--- src/rtl/tty_ld_pkg.sv ---
// Shared types and constants for the terminal input line discipline.
// Holds register codes, reset values, character codes and the command and
// status structs that join the controller and the datapath. No dependencies.
`timescale 1ns / 1ps

package tty_ld_pkg;

	localparam int LINE_DEPTH_DEF = 16;
	localparam int MAX_RESULTS    = 48;
	// Each erased entry echoes three bytes, so the result limit bounds the erase count.
	localparam int ERASE_CAP      = MAX_RESULTS / 3;
	localparam int ECW            = $clog2(ERASE_CAP);
	localparam int CFG_IDX_W      = 3;

	localparam logic [2:0]  INPUT_MODE_RST   = 3'd3;
	localparam logic [5:0]  LOCAL_MODE_RST   = 6'd23;
	localparam logic [1:0]  OUTPUT_MODE_RST  = 2'd3;
	localparam logic [23:0] SIGNAL_CHARS_RST = 24'h1A1C03;
	localparam logic [31:0] EDIT_CHARS_RST   = 32'h04007F15;

	localparam logic [7:0] CH_NL    = 8'h0A;
	localparam logic [7:0] CH_CR    = 8'h0D;
	localparam logic [7:0] CH_BS    = 8'h08;
	localparam logic [7:0] CH_SPACE = 8'h20;
	localparam logic [7:0] CH_TILDE = 8'h7E;
	localparam logic [7:0] CH_CARET = 8'h5E;
	localparam logic [7:0] CH_ZERO  = 8'h00;
	localparam logic [7:0] CTRL_BIT = 8'h40;

	localparam logic [1:0] SIG_INTR = 2'd0;
	localparam logic [1:0] SIG_QUIT = 2'd1;
	localparam logic [1:0] SIG_SUSP = 2'd2;

	typedef enum logic [CFG_IDX_W-1:0] {
		CFG_INPUT_MODE   = 3'd0,
		CFG_LOCAL_MODE   = 3'd1,
		CFG_OUTPUT_MODE  = 3'd2,
		CFG_SIGNAL_CHARS = 3'd3,
		CFG_EDIT_CHARS   = 3'd4
	} cfg_idx_t;

	typedef enum logic [1:0] {
		KIND_ECHO   = 2'd0,
		KIND_ENTRY  = 2'd1,
		KIND_SIGNAL = 2'd2
	} out_kind_t;

	typedef enum logic [3:0] {
		CL_FLUSH,
		CL_SIG,
		CL_RAW,
		CL_KILL,
		CL_ERASE,
		CL_EOL,
		CL_EOF,
		CL_NL,
		CL_CTRL,
		CL_PLAIN
	} class_t;

	typedef enum logic [2:0] {
		EM_SIG,
		EM_RAW,
		EM_CARET,
		EM_CR,
		EM_MAIN,
		EM_BS,
		EM_SP,
		EM_COMMIT
	} emit_sel_t;

	typedef struct packed {
		logic      load_item;
		logic      emit;
		emit_sel_t emit_sel;
		logic      emit_last;
		logic      store_first;
		logic      store_second;
		logic      len_dec;
		logic      len_clear;
		logic      idx_clear;
		logic      idx_inc;
	} dp_cmd_t;

	typedef struct packed {
		class_t cls;
		logic   echo_on;
		logic   echo_nl_on;
		logic   main_cr;
		logic   out_free;
		logic   len_zero;
		logic   len_one;
		logic   idx_last;
	} dp_status_t;

endpackage

--- src/rtl/tty_ld_dp.sv ---
// Datapath of the line discipline: configuration registers, item register,
// byte classification, line store, length and commit index, output register.
// Depends on tty_ld_pkg; driven by commands from tty_ld_ctrl.
`timescale 1ns / 1ps

module tty_ld_dp import tty_ld_pkg::*; #(
	parameter int LINE_DEPTH = LINE_DEPTH_DEF
) (
	input  logic                 clk,
	input  logic                 arst_n,
	input  logic                 cfg_valid,
	input  logic [CFG_IDX_W-1:0] cfg_index,
	input  logic [31:0]          cfg_data,
	input  logic                 req_type,
	input  logic [7:0]           rx_byte,
	output logic                 out_valid,
	input  logic                 out_stall,
	output logic [1:0]           out_kind,
	output logic [7:0]           out_byte,
	output logic                 end_of_line,
	output logic [1:0]           signal_code,
	output logic                 last,
	input  dp_cmd_t              cmd,
	output dp_status_t           st
);

	localparam int LW = $clog2(LINE_DEPTH + 1);
	localparam int IW = $clog2(LINE_DEPTH);

	logic [2:0]  input_mode_q;
	logic [5:0]  local_mode_q;
	logic [1:0]  output_mode_q;
	logic [23:0] signal_chars_q;
	logic [31:0] edit_chars_q;

	logic        req_q;
	logic [7:0]  byte_q;

	logic [8:0]  line_q [LINE_DEPTH];
	logic [LW-1:0] len_q;
	logic [IW-1:0] idx_q;

	logic        out_valid_q;
	out_kind_t   out_kind_q;
	logic [7:0]  out_byte_q;
	logic        out_eol_q;
	logic [1:0]  out_code_q;
	logic        out_last_q;

	logic [7:0]  ch_s;
	logic [7:0]  ch_m;
	logic        hit_int;
	logic        hit_quit;
	logic        hit_susp;
	logic [1:0]  sig_code;
	class_t      cls;
	logic [7:0]  main_byte;
	logic [8:0]  first_entry;
	logic [8:0]  second_entry;
	logic [8:0]  commit_entry;
	logic        full;
	logic        do_store;
	logic        emit_ok;

	out_kind_t   em_kind;
	logic [7:0]  em_byte;
	logic        em_eol;
	logic [1:0]  em_code;

	// Configuration writes are accepted on every cycle.
	always_ff @(posedge clk or negedge arst_n) begin
		if (!arst_n) begin
			input_mode_q   <= INPUT_MODE_RST;
			local_mode_q   <= LOCAL_MODE_RST;
			output_mode_q  <= OUTPUT_MODE_RST;
			signal_chars_q <= SIGNAL_CHARS_RST;
			edit_chars_q   <= EDIT_CHARS_RST;
		end else if (cfg_valid) begin
			case (cfg_idx_t'(cfg_index))
				CFG_INPUT_MODE:   input_mode_q   <= cfg_data[2:0];
				CFG_LOCAL_MODE:   local_mode_q   <= cfg_data[5:0];
				CFG_OUTPUT_MODE:  output_mode_q  <= cfg_data[1:0];
				CFG_SIGNAL_CHARS: signal_chars_q <= cfg_data[23:0];
				CFG_EDIT_CHARS:   edit_chars_q   <= cfg_data;
				default: ;
			endcase
		end
	end

	always_ff @(posedge clk) begin
		if (cmd.load_item) begin
			req_q  <= req_type;
			byte_q <= rx_byte;
		end
	end

	// Classification of the held byte.
	always_comb begin
		ch_s = input_mode_q[0] ? {1'b0, byte_q[6:0]} : byte_q;

		hit_int  = ch_s == signal_chars_q[7:0];
		hit_quit = ch_s == signal_chars_q[15:8];
		hit_susp = ch_s == signal_chars_q[23:16];
		if (hit_int) begin
			sig_code = SIG_INTR;
		end else if (hit_quit) begin
			sig_code = SIG_QUIT;
		end else begin
			sig_code = SIG_SUSP;
		end

		if (ch_s == CH_CR && input_mode_q[1]) begin
			ch_m = CH_NL;
		end else if (ch_s == CH_NL && input_mode_q[2]) begin
			ch_m = CH_CR;
		end else begin
			ch_m = ch_s;
		end

		if (req_q) begin
			cls = CL_FLUSH;
		end else if (local_mode_q[0] && (hit_int || hit_quit || hit_susp)) begin
			cls = CL_SIG;
		end else if (!local_mode_q[1]) begin
			cls = CL_RAW;
		end else if (ch_m == edit_chars_q[7:0] && local_mode_q[3]) begin
			cls = CL_KILL;
		end else if (ch_m == edit_chars_q[15:8] && local_mode_q[4]) begin
			cls = CL_ERASE;
		end else if (ch_m == edit_chars_q[23:16]) begin
			cls = CL_EOL;
		end else if (ch_m == edit_chars_q[31:24]) begin
			cls = CL_EOF;
		end else if (ch_m == CH_NL) begin
			cls = CL_NL;
		end else if (!(ch_m inside {[CH_SPACE:CH_TILDE]})) begin
			cls = CL_CTRL;
		end else begin
			cls = CL_PLAIN;
		end

		main_byte = (cls == CL_CTRL) ? (ch_m | CTRL_BIT) : ch_m;

		case (cls)
			CL_EOF:  first_entry = {1'b1, CH_ZERO};
			CL_NL:   first_entry = {1'b1, CH_NL};
			CL_CTRL: first_entry = {1'b0, CH_CARET};
			default: first_entry = {1'b0, ch_m};
		endcase
		second_entry = {1'b0, ch_m | CTRL_BIT};
	end

	// Line store and its length. Bytes past the end of the store are dropped.
	assign full     = len_q >= LW'(LINE_DEPTH);
	assign do_store = (cmd.store_first || cmd.store_second) && !full;

	always_ff @(posedge clk) begin
		if (do_store) begin
			line_q[len_q[IW-1:0]] <= cmd.store_second ? second_entry : first_entry;
		end
	end

	always_ff @(posedge clk or negedge arst_n) begin
		if (!arst_n) begin
			len_q <= '0;
			idx_q <= '0;
		end else begin
			if (cmd.len_clear) begin
				len_q <= '0;
			end else if (cmd.len_dec) begin
				len_q <= len_q - LW'(1);
			end else if (do_store) begin
				len_q <= len_q + LW'(1);
			end
			if (cmd.idx_clear) begin
				idx_q <= '0;
			end else if (cmd.idx_inc) begin
				idx_q <= idx_q + IW'(1);
			end
		end
	end

	assign commit_entry = line_q[idx_q];

	// Result selection.
	always_comb begin
		em_kind = KIND_ECHO;
		em_byte = CH_ZERO;
		em_eol  = 1'b0;
		em_code = SIG_INTR;
		case (cmd.emit_sel)
			EM_SIG: begin
				em_kind = KIND_SIGNAL;
				em_code = sig_code;
			end
			EM_RAW: begin
				em_kind = KIND_ENTRY;
				em_byte = ch_m;
			end
			EM_CARET:  em_byte = CH_CARET;
			EM_CR:     em_byte = CH_CR;
			EM_MAIN:   em_byte = main_byte;
			EM_BS:     em_byte = CH_BS;
			EM_SP:     em_byte = CH_SPACE;
			EM_COMMIT: begin
				em_kind = KIND_ENTRY;
				em_byte = commit_entry[7:0];
				em_eol  = commit_entry[8];
			end
			default: ;
		endcase
	end

	assign emit_ok = !out_valid_q || !out_stall;

	always_ff @(posedge clk or negedge arst_n) begin
		if (!arst_n) begin
			out_valid_q <= 1'b0;
		end else if (cmd.emit) begin
			out_valid_q <= 1'b1;
		end else if (!out_stall) begin
			out_valid_q <= 1'b0;
		end
	end

	always_ff @(posedge clk) begin
		if (cmd.emit) begin
			out_kind_q <= em_kind;
			out_byte_q <= em_byte;
			out_eol_q  <= em_eol;
			out_code_q <= em_code;
			out_last_q <= cmd.emit_last;
		end
	end

	assign out_valid   = out_valid_q;
	assign out_kind    = out_kind_q;
	assign out_byte    = out_byte_q;
	assign end_of_line = out_eol_q;
	assign signal_code = out_code_q;
	assign last        = out_last_q;

	always_comb begin
		st.cls        = cls;
		st.echo_on    = local_mode_q[2];
		st.echo_nl_on = local_mode_q[2] || local_mode_q[5];
		st.main_cr    = main_byte == CH_NL && output_mode_q[0] && output_mode_q[1];
		st.out_free   = emit_ok;
		st.len_zero   = len_q == '0;
		st.len_one    = len_q == LW'(1);
		st.idx_last   = (LW'(idx_q) + LW'(1)) == len_q;
	end

endmodule

--- src/rtl/tty_ld_ctrl.sv ---
// Controller of the line discipline: a state machine that walks one item
// through its stores, echoes, erase steps and line commit.
// Depends on tty_ld_pkg; commands tty_ld_dp and reads its status.
`timescale 1ns / 1ps

module tty_ld_ctrl import tty_ld_pkg::*; (
	input  logic       clk,
	input  logic       arst_n,
	input  logic       in_valid,
	output logic       in_stall,
	input  dp_status_t st,
	output dp_cmd_t    cmd
);

	typedef enum logic [3:0] {
		ST_IDLE,
		ST_DECODE,
		ST_SIG,
		ST_RAW,
		ST_STA,
		ST_STB,
		ST_CARET,
		ST_CR,
		ST_MAIN,
		ST_COMMIT,
		ST_BS1,
		ST_SP,
		ST_BS2
	} state_t;

	state_t         state_q, state_d;
	logic           stb_q, stb_d;
	logic           caret_q, caret_d;
	logic           cr_q, cr_d;
	logic           main_q, main_d;
	logic           commit_q, commit_d;
	logic           kill_q, kill_d;
	logic [ECW-1:0] erase_cnt_q, erase_cnt_d;
	logic           cap;
	logic           erase_done;
	logic           main_on;

	assign in_stall   = state_q != ST_IDLE;
	assign cap        = erase_cnt_q == ECW'(ERASE_CAP - 1);
	assign erase_done = !kill_q || st.len_one || cap;

	always_comb begin
		main_on = ((st.cls == CL_RAW || st.cls == CL_CTRL || st.cls == CL_PLAIN) && st.echo_on)
			|| (st.cls == CL_NL && st.echo_nl_on);
	end

	always_comb begin
		cmd         = '0;
		state_d     = state_q;
		stb_d       = stb_q;
		caret_d     = caret_q;
		cr_d        = cr_q;
		main_d      = main_q;
		commit_d    = commit_q;
		kill_d      = kill_q;
		erase_cnt_d = erase_cnt_q;

		case (state_q)
			ST_IDLE: begin
				if (in_valid) begin
					cmd.load_item = 1'b1;
					state_d       = ST_DECODE;
				end
			end
			ST_DECODE: begin
				stb_d         = st.cls == CL_CTRL;
				caret_d       = st.cls == CL_CTRL && st.echo_on;
				main_d        = main_on;
				cr_d          = main_on && st.main_cr;
				commit_d      = st.cls == CL_EOF || st.cls == CL_NL || st.cls == CL_EOL;
				kill_d        = st.cls == CL_KILL;
				erase_cnt_d   = '0;
				cmd.idx_clear = 1'b1;
				case (st.cls)
					CL_FLUSH: begin
						cmd.len_clear = 1'b1;
						state_d       = ST_IDLE;
					end
					CL_SIG:   state_d = ST_SIG;
					CL_RAW:   state_d = ST_RAW;
					CL_KILL, CL_ERASE: state_d = st.len_zero ? ST_IDLE : ST_BS1;
					CL_EOL:   state_d = st.len_zero ? ST_IDLE : ST_COMMIT;
					default:  state_d = ST_STA;
				endcase
			end
			ST_SIG: begin
				if (st.out_free) begin
					cmd.emit      = 1'b1;
					cmd.emit_sel  = EM_SIG;
					cmd.emit_last = 1'b1;
					state_d       = ST_IDLE;
				end
			end
			ST_RAW: begin
				if (st.out_free) begin
					cmd.emit      = 1'b1;
					cmd.emit_sel  = EM_RAW;
					cmd.emit_last = !cr_q && !main_q;
					state_d       = ST_CR;
				end
			end
			ST_STA: begin
				cmd.store_first = 1'b1;
				state_d         = ST_STB;
			end
			ST_STB: begin
				cmd.store_second = stb_q;
				state_d          = ST_CARET;
			end
			ST_CARET: begin
				if (!caret_q) begin
					state_d = ST_CR;
				end else if (st.out_free) begin
					cmd.emit     = 1'b1;
					cmd.emit_sel = EM_CARET;
					state_d      = ST_CR;
				end
			end
			ST_CR: begin
				if (!cr_q) begin
					state_d = ST_MAIN;
				end else if (st.out_free) begin
					cmd.emit     = 1'b1;
					cmd.emit_sel = EM_CR;
					state_d      = ST_MAIN;
				end
			end
			ST_MAIN: begin
				if (!main_q) begin
					state_d = ST_COMMIT;
				end else if (st.out_free) begin
					cmd.emit      = 1'b1;
					cmd.emit_sel  = EM_MAIN;
					cmd.emit_last = !commit_q;
					state_d       = ST_COMMIT;
				end
			end
			ST_COMMIT: begin
				if (!commit_q) begin
					state_d = ST_IDLE;
				end else if (st.out_free) begin
					cmd.emit      = 1'b1;
					cmd.emit_sel  = EM_COMMIT;
					cmd.emit_last = st.idx_last;
					if (st.idx_last) begin
						cmd.len_clear = 1'b1;
						state_d       = ST_IDLE;
					end else begin
						cmd.idx_inc = 1'b1;
					end
				end
			end
			ST_BS1: begin
				if (st.out_free) begin
					cmd.emit     = 1'b1;
					cmd.emit_sel = EM_BS;
					state_d      = ST_SP;
				end
			end
			ST_SP: begin
				if (st.out_free) begin
					cmd.emit     = 1'b1;
					cmd.emit_sel = EM_SP;
					state_d      = ST_BS2;
				end
			end
			ST_BS2: begin
				if (st.out_free) begin
					cmd.emit      = 1'b1;
					cmd.emit_sel  = EM_BS;
					cmd.emit_last = erase_done;
					// Once the result limit is reached, a kill still empties the line.
					if (kill_q && cap) begin
						cmd.len_clear = 1'b1;
					end else begin
						cmd.len_dec = 1'b1;
					end
					if (erase_done) begin
						state_d = ST_IDLE;
					end else begin
						erase_cnt_d = erase_cnt_q + ECW'(1);
						state_d     = ST_BS1;
					end
				end
			end
			default: state_d = ST_IDLE;
		endcase
	end

	always_ff @(posedge clk or negedge arst_n) begin
		if (!arst_n) begin
			state_q     <= ST_IDLE;
			stb_q       <= 1'b0;
			caret_q     <= 1'b0;
			cr_q        <= 1'b0;
			main_q      <= 1'b0;
			commit_q    <= 1'b0;
			kill_q      <= 1'b0;
			erase_cnt_q <= '0;
		end else begin
			state_q     <= state_d;
			stb_q       <= stb_d;
			caret_q     <= caret_d;
			cr_q        <= cr_d;
			main_q      <= main_d;
			commit_q    <= commit_d;
			kill_q      <= kill_d;
			erase_cnt_q <= erase_cnt_d;
		end
	end

endmodule

--- src/rtl/tty_canonical_line_discipline_core.sv ---
// Terminal input line discipline. An item is accepted only while the controller is idle.
// A signal, raw byte, erase, kill or end of line goes from decode straight to its first
// result; the store path runs decode, two store steps, then the caret, carriage return,
// echo and commit steps. An item is done before another one is taken, and output stalls
// hold the flow; a kill of 16 entries (48 results) takes longest. Reset restores the default
// configuration and empties the line; store contents stay undefined until written.
`timescale 1ns / 1ps

module tty_canonical_line_discipline_core import tty_ld_pkg::*; #(
	parameter int LINE_DEPTH = LINE_DEPTH_DEF
) (
	input  logic                 clk,
	input  logic                 arst_n,
	input  logic                 cfg_valid,
	output logic                 cfg_ready,
	input  logic [CFG_IDX_W-1:0] cfg_index,
	input  logic [31:0]          cfg_data,
	input  logic                 in_valid,
	output logic                 in_stall,
	input  logic                 req_type,
	input  logic [7:0]           rx_byte,
	output logic                 out_valid,
	input  logic                 out_stall,
	output logic [1:0]           out_kind,
	output logic [7:0]           out_byte,
	output logic                 end_of_line,
	output logic [1:0]           signal_code,
	output logic                 last
);

	dp_cmd_t    cmd;
	dp_status_t st;

	assign cfg_ready = 1'b1;

	tty_ld_ctrl u_ctrl (
		.clk      (clk),
		.arst_n   (arst_n),
		.in_valid (in_valid),
		.in_stall (in_stall),
		.st       (st),
		.cmd      (cmd)
	);

	tty_ld_dp #(
		.LINE_DEPTH (LINE_DEPTH)
	) u_dp (
		.clk         (clk),
		.arst_n      (arst_n),
		.cfg_valid   (cfg_valid),
		.cfg_index   (cfg_index),
		.cfg_data    (cfg_data),
		.req_type    (req_type),
		.rx_byte     (rx_byte),
		.out_valid   (out_valid),
		.out_stall   (out_stall),
		.out_kind    (out_kind),
		.out_byte    (out_byte),
		.end_of_line (end_of_line),
		.signal_code (signal_code),
		.last        (last),
		.cmd         (cmd),
		.st          (st)
	);

endmodule
--- config.mk ---
export PLATFORM = sky130hd
export DESIGN_NAME = tty_canonical_line_discipline_core
export DESIGN_NICKNAME = d
export VERILOG_FILES = /design/src/rtl/tty_ld_pkg.sv /design/src/rtl/tty_ld_dp.sv /design/src/rtl/tty_ld_ctrl.sv /design/src/rtl/tty_canonical_line_discipline_core.sv
export SDC_FILE = /design/constraint.sdc
export NUM_CORES = 1
export LEC_CHECK = 0
export ABC_CLOCK_PERIOD_IN_PS = 5000
export BUFFER_PORTS_ARGS = -buffer_cell sky130_fd_sc_hd__buf_2
export CAP_MARGIN = 30
export CORE_ASPECT_RATIO = 1.1
export CORE_MARGIN = 5
export CORE_UTILIZATION = 47
export CTS_CLUSTER_DIAMETER = 80
export CTS_CLUSTER_SIZE = 24
export DETAILED_ROUTE_END_ITERATION = 8
export SLEW_MARGIN = 20
export SYNTH_ARGS = -nofsm -noshare
export SYNTH_HDL_FRONTEND = slang
export SYNTH_SLANG_ARGS = --single-unit
export TNS_END_PERCENT = 10
--- constraint.sdc ---
create_clock -name clk -period 5 [get_ports clk]
set_clock_uncertainty 0.2 [all_clocks]
set_input_delay 1 -clock clk [delete_from_list [all_inputs] [get_ports clk]]
set_output_delay 1 -clock clk [all_outputs]
set_load 0.01 [all_outputs]
==> results.py <==
metrics = {
    "run_status": {
        "status": "finished clean",
    },
    "placed_design": {
        "gp_congestion": 0.894,
        "port_buffers": 64,
        "dp.cells": 1200,
        "detailed_place_hpwl_um": 21000,
        "dpl_worst_slack_ps": 514,
        "postPlaceCellArea_mm2": 0.0127,
    },
    "worst_setup_path": {
        "cp-endpoint": "u_dp.line_q[9][1]",
        "crit_start": "u_dp.byte_q[6]",
        "reg2reg_depth": 9,
        "r2r_end": "u_dp.line_q[9][1]",
        "cp.buffers_inverters": 1,
        "path_class": "reg -> reg",
        "path_cells": "buf_4 > nor4b_4 > a31oi_1 > nor2_2 > mux2i_4 > o32ai_4 > nor4_4 > o311a_2 > a2bb2oi_2",
        "cp.depth": 9,
        "worstPathArrival_ps": 4360,
        "cpPeakStageDelay_ps": 550,
        "path_delay_family": "simple AND/OR/NAND/NOR gates",
        "ff2ff_setup_slack_ps": 660,
        "cpMaxStageDelayCell": "edfxtp_1",
        "crit_fanout": 16,
        "end_kind": "register",
        "crit_path_start_kind": "register",
        "cp_data_required_time_ps": 5020,
        "r2r-start": "u_dp.byte_q[6]",
    },
    "timing": {
        "final_hold_viol_count": 0,
        "fin_hold_ws_ps": 316,
        "tns_ps": 0,
        "slew_viol_final": 0,
        "rsz0062_at_grt": "false",
        "period_needed_ps": 4340,
        "timing.slew.headroom_pct": 39.9,
        "setup_ws_ps": 656,
        "fmax_mhz": 230,
        "fin_crit_sh_pct": 86.9,
        "setup_viol_count_final": 0,
        "tightestPinTransition_ps": 899,
    },
    "cells_and_area": {
        "final_area_mm2": 0.0132,
        "fin_util_pct": 52.5,
        "area_delta_synth_final_pct": 10.8,
        "final_nets": 960,
        "final-instance-count-excl-fill": 1228,
        "drive_gt1_share_pct": 31.1,
        "num_antenna_cells": 0,
    },
    "floorplanning": {
        "initial_core_util_pct": 47.4,
        "rows": 61,
        "num_io_pins": 66,
        "dieArea_mm2": 0.0287,
        "design.core.area_mm2": 0.0252,
        "die_w_um": 162,
        "dieHeight_um": 177,
    },
    "grt": {
        "grt_pass1_vias": 7521,
        "antenna_found_initial": 0,
        "grt_remaining_overflow": 0,
        "met1_usage_pct": 26.3,
        "met3_usage_pct": 2.73,
        "grt_max_degree": 48,
        "grt_use_total_pct": 21.0,
        "grt_pass1_wl_um": 45800,
        "use_met2_pct": 38.6,
        "busiest_layer": "met2",
    },
    "min_path": {
        "hold_class": "in -> async",
    },
    "synthesis": {
        "ys.warnings.count": 0,
        "synth.most_common_cell": "edfxtp_1",
        "synth_flop_cell": "edfxtp_1",
        "synth_commonest_cells": "167 x edfxtp_1, 66 x mux2_2, 64 x dfrtp_1",
        "syn_nets": 886,
        "synth-edff-count": 167,
        "synth.distinct_cells": 81,
        "synthTopCellsByArea": "edfxtp_1 42%, dfrtp_1 13%, mux4_2 8.5%",
        "ys_ff_latch": 258,
        "synthesis.area_mm2": 0.0119,
        "synthArstFlopShare_pct": 35.3,
        "syn_inst": 830,
        "synth_top_area_share_pct": 42.0,
        "avgSynthCellArea_um2": 14.4,
        "seq_area_frac_synth_pct": 61.4,
        "yosysTopAreaCell": "edfxtp_1",
    },
    "power_and_ir_drop": {
        "p_seq_share_pct": 53.1,
        "leakagePower_nw": 4.65,
        "peakVddDrop_uv": 250,
        "powerDensity_mw_per_mm2": 426,
        "total_power_mw": 5.63,
        "intPower_mw": 3.85,
        "p_switching_mw": 1.78,
        "pwr-share-clk_pct": 23.4,
        "comb_power_share_pct": 23.5,
        "p_sw_share_pct": 31.6,
    },
    "routing": {
        "postRouteAntennaNets": 0,
        "drc": 0,
        "wirelength_um": 30100,
        "routedWlPerCell_um": 24.5,
        "dr.pass1.iters": 6,
        "vias": 7424,
        "via_per_inst": 6.05,
        "drtIter0Drc": 693,
    },
    "clocking": {
        "holdBufCountCts": 0,
        "clock_latency_ps": 500,
        "cts_setup_buffers": 0,
        "path_clk_slew_ps": 90,
        "cts_max_path_buffers": 3,
        "root_buffer": "clkbuf_16",
        "htree_levels": 1,
        "cts_buffers": 15,
        "cts_tree": "built",
        "clkSinkCount": 258,
        "cts_resized": 0,
    },
    "run": {
        "drv_cap": 0,
    },
}
## cell families (layout without fill, tap and decap cells)
family | Yosys count | count (layout) | synth area share, %
multiplexers | 114 | 114 | 15.1
adder cells (fa/ha/maj) | 7 | 7 | 0.734
flip-flops | 258 | 258 | 61.4
other | 1 | 1 | 0.0314
XOR/XNOR | 61 | 61 | 4.48
buffers and inverters | 56 | 139 | 1.89
AND/OR/NAND/NOR | 225 | 225 | 9.75
AO/OA/AOI/OAI | 108 | 108 | 6.62
## registers in the layout, indices dropped and copies added (netlist names), 5 cells and up
name                 count
u_dp.byte_q              8
u_dp.edit_chars_q       32
u_dp.len_q               5
u_dp.line_q            144
u_dp.local_mode_q        6
u_dp.out_byte            8
u_dp.signal_chars_q     24
## layer usage
layer	part of all wire [%]	up-vias
met1	40	3804
met2	53	257
met4	2.8	0
li1	-	3306
met5	0	-
met3	4.5	57
## cell usage in the layout, fill, tap and decap left out, drive strengths merged, types with 5 or more instances in the layout
| cell type | synthesis | layout |
|---|---|---|
| and2 | 5 | 5 |
| clkinv | 1 | 5 |
| nand4 | 16 | 16 |
| edfxtp | 167 | 167 |
| nand2b | 6 | 6 |
| xor2 | 28 | 28 |
| nand2 | 63 | 63 |
| nor2b | 12 | 12 |
| clkbuf | 24 | 20 |
| ha | 7 | 7 |
| dfstp | 27 | 27 |
| o21ai | 26 | 26 |
| buf | 17 | 98 |
| nor3 | 8 | 8 |
| xnor2 | 33 | 33 |
| mux2 | 66 | 66 |
| nor2 | 53 | 53 |
| mux4 | 45 | 45 |
| dfrtp | 64 | 64 |
| inv | 14 | 15 |
| a31oi | 5 | 5 |
| a21oi | 19 | 19 |
| nor4 | 8 | 8 |
| and3 | 7 | 7 |
| o211ai | 6 | 6 |
| nand3 | 27 | 27 |
## final cells by class
type	count	area, um^2
tap	315	394
clock buffer	20	394
multi-input combinational	516	4390
timing repair buffer	98	586
fill	2134	12000
inverter	15	56.3
clock inverter	6	73.8
sequential	258	7330
## worst register-to-register path, cell delays in order (launching register included)
cell	delay, ps
edfxtp_1	550
buf_4	250
nor4b_4	470
a31oi_1	220
nor2_2	420
mux2i_4	400
o32ai_4	190
nor4_4	490
o311a_2	360
a2bb2oi_2	510
## power by group through the flow
stage               registers [mW]  clock network [mW]  logic, mW
global route                  3.02                1.42       1.45
finish                        2.99                1.32       1.32
global placement              3.02                   0       1.29
CTS                           2.98                1.35       1.32
floorplan                     2.89                   0      0.951
detailed placement            3.03                   0       1.32
## how the worst min path moves through the flow
stage | start | to | slack (ps)
floorplan | u_ctrl.kill_q | u_ctrl.kill_q | 260
global placement | u_ctrl.erase_cnt_q[0] | u_ctrl.erase_cnt_q[0] | 290
detailed placement | u_dp.local_mode_q[5] | u_dp.local_mode_q[5] | 300
CTS | arst_n | u_dp.signal_chars_q[3] | 320
global route | arst_n | u_ctrl.cr_q | 340
finish | arst_n | u_ctrl.cr_q | 320
Note: power is estimated with default switching activity, not from simulation.
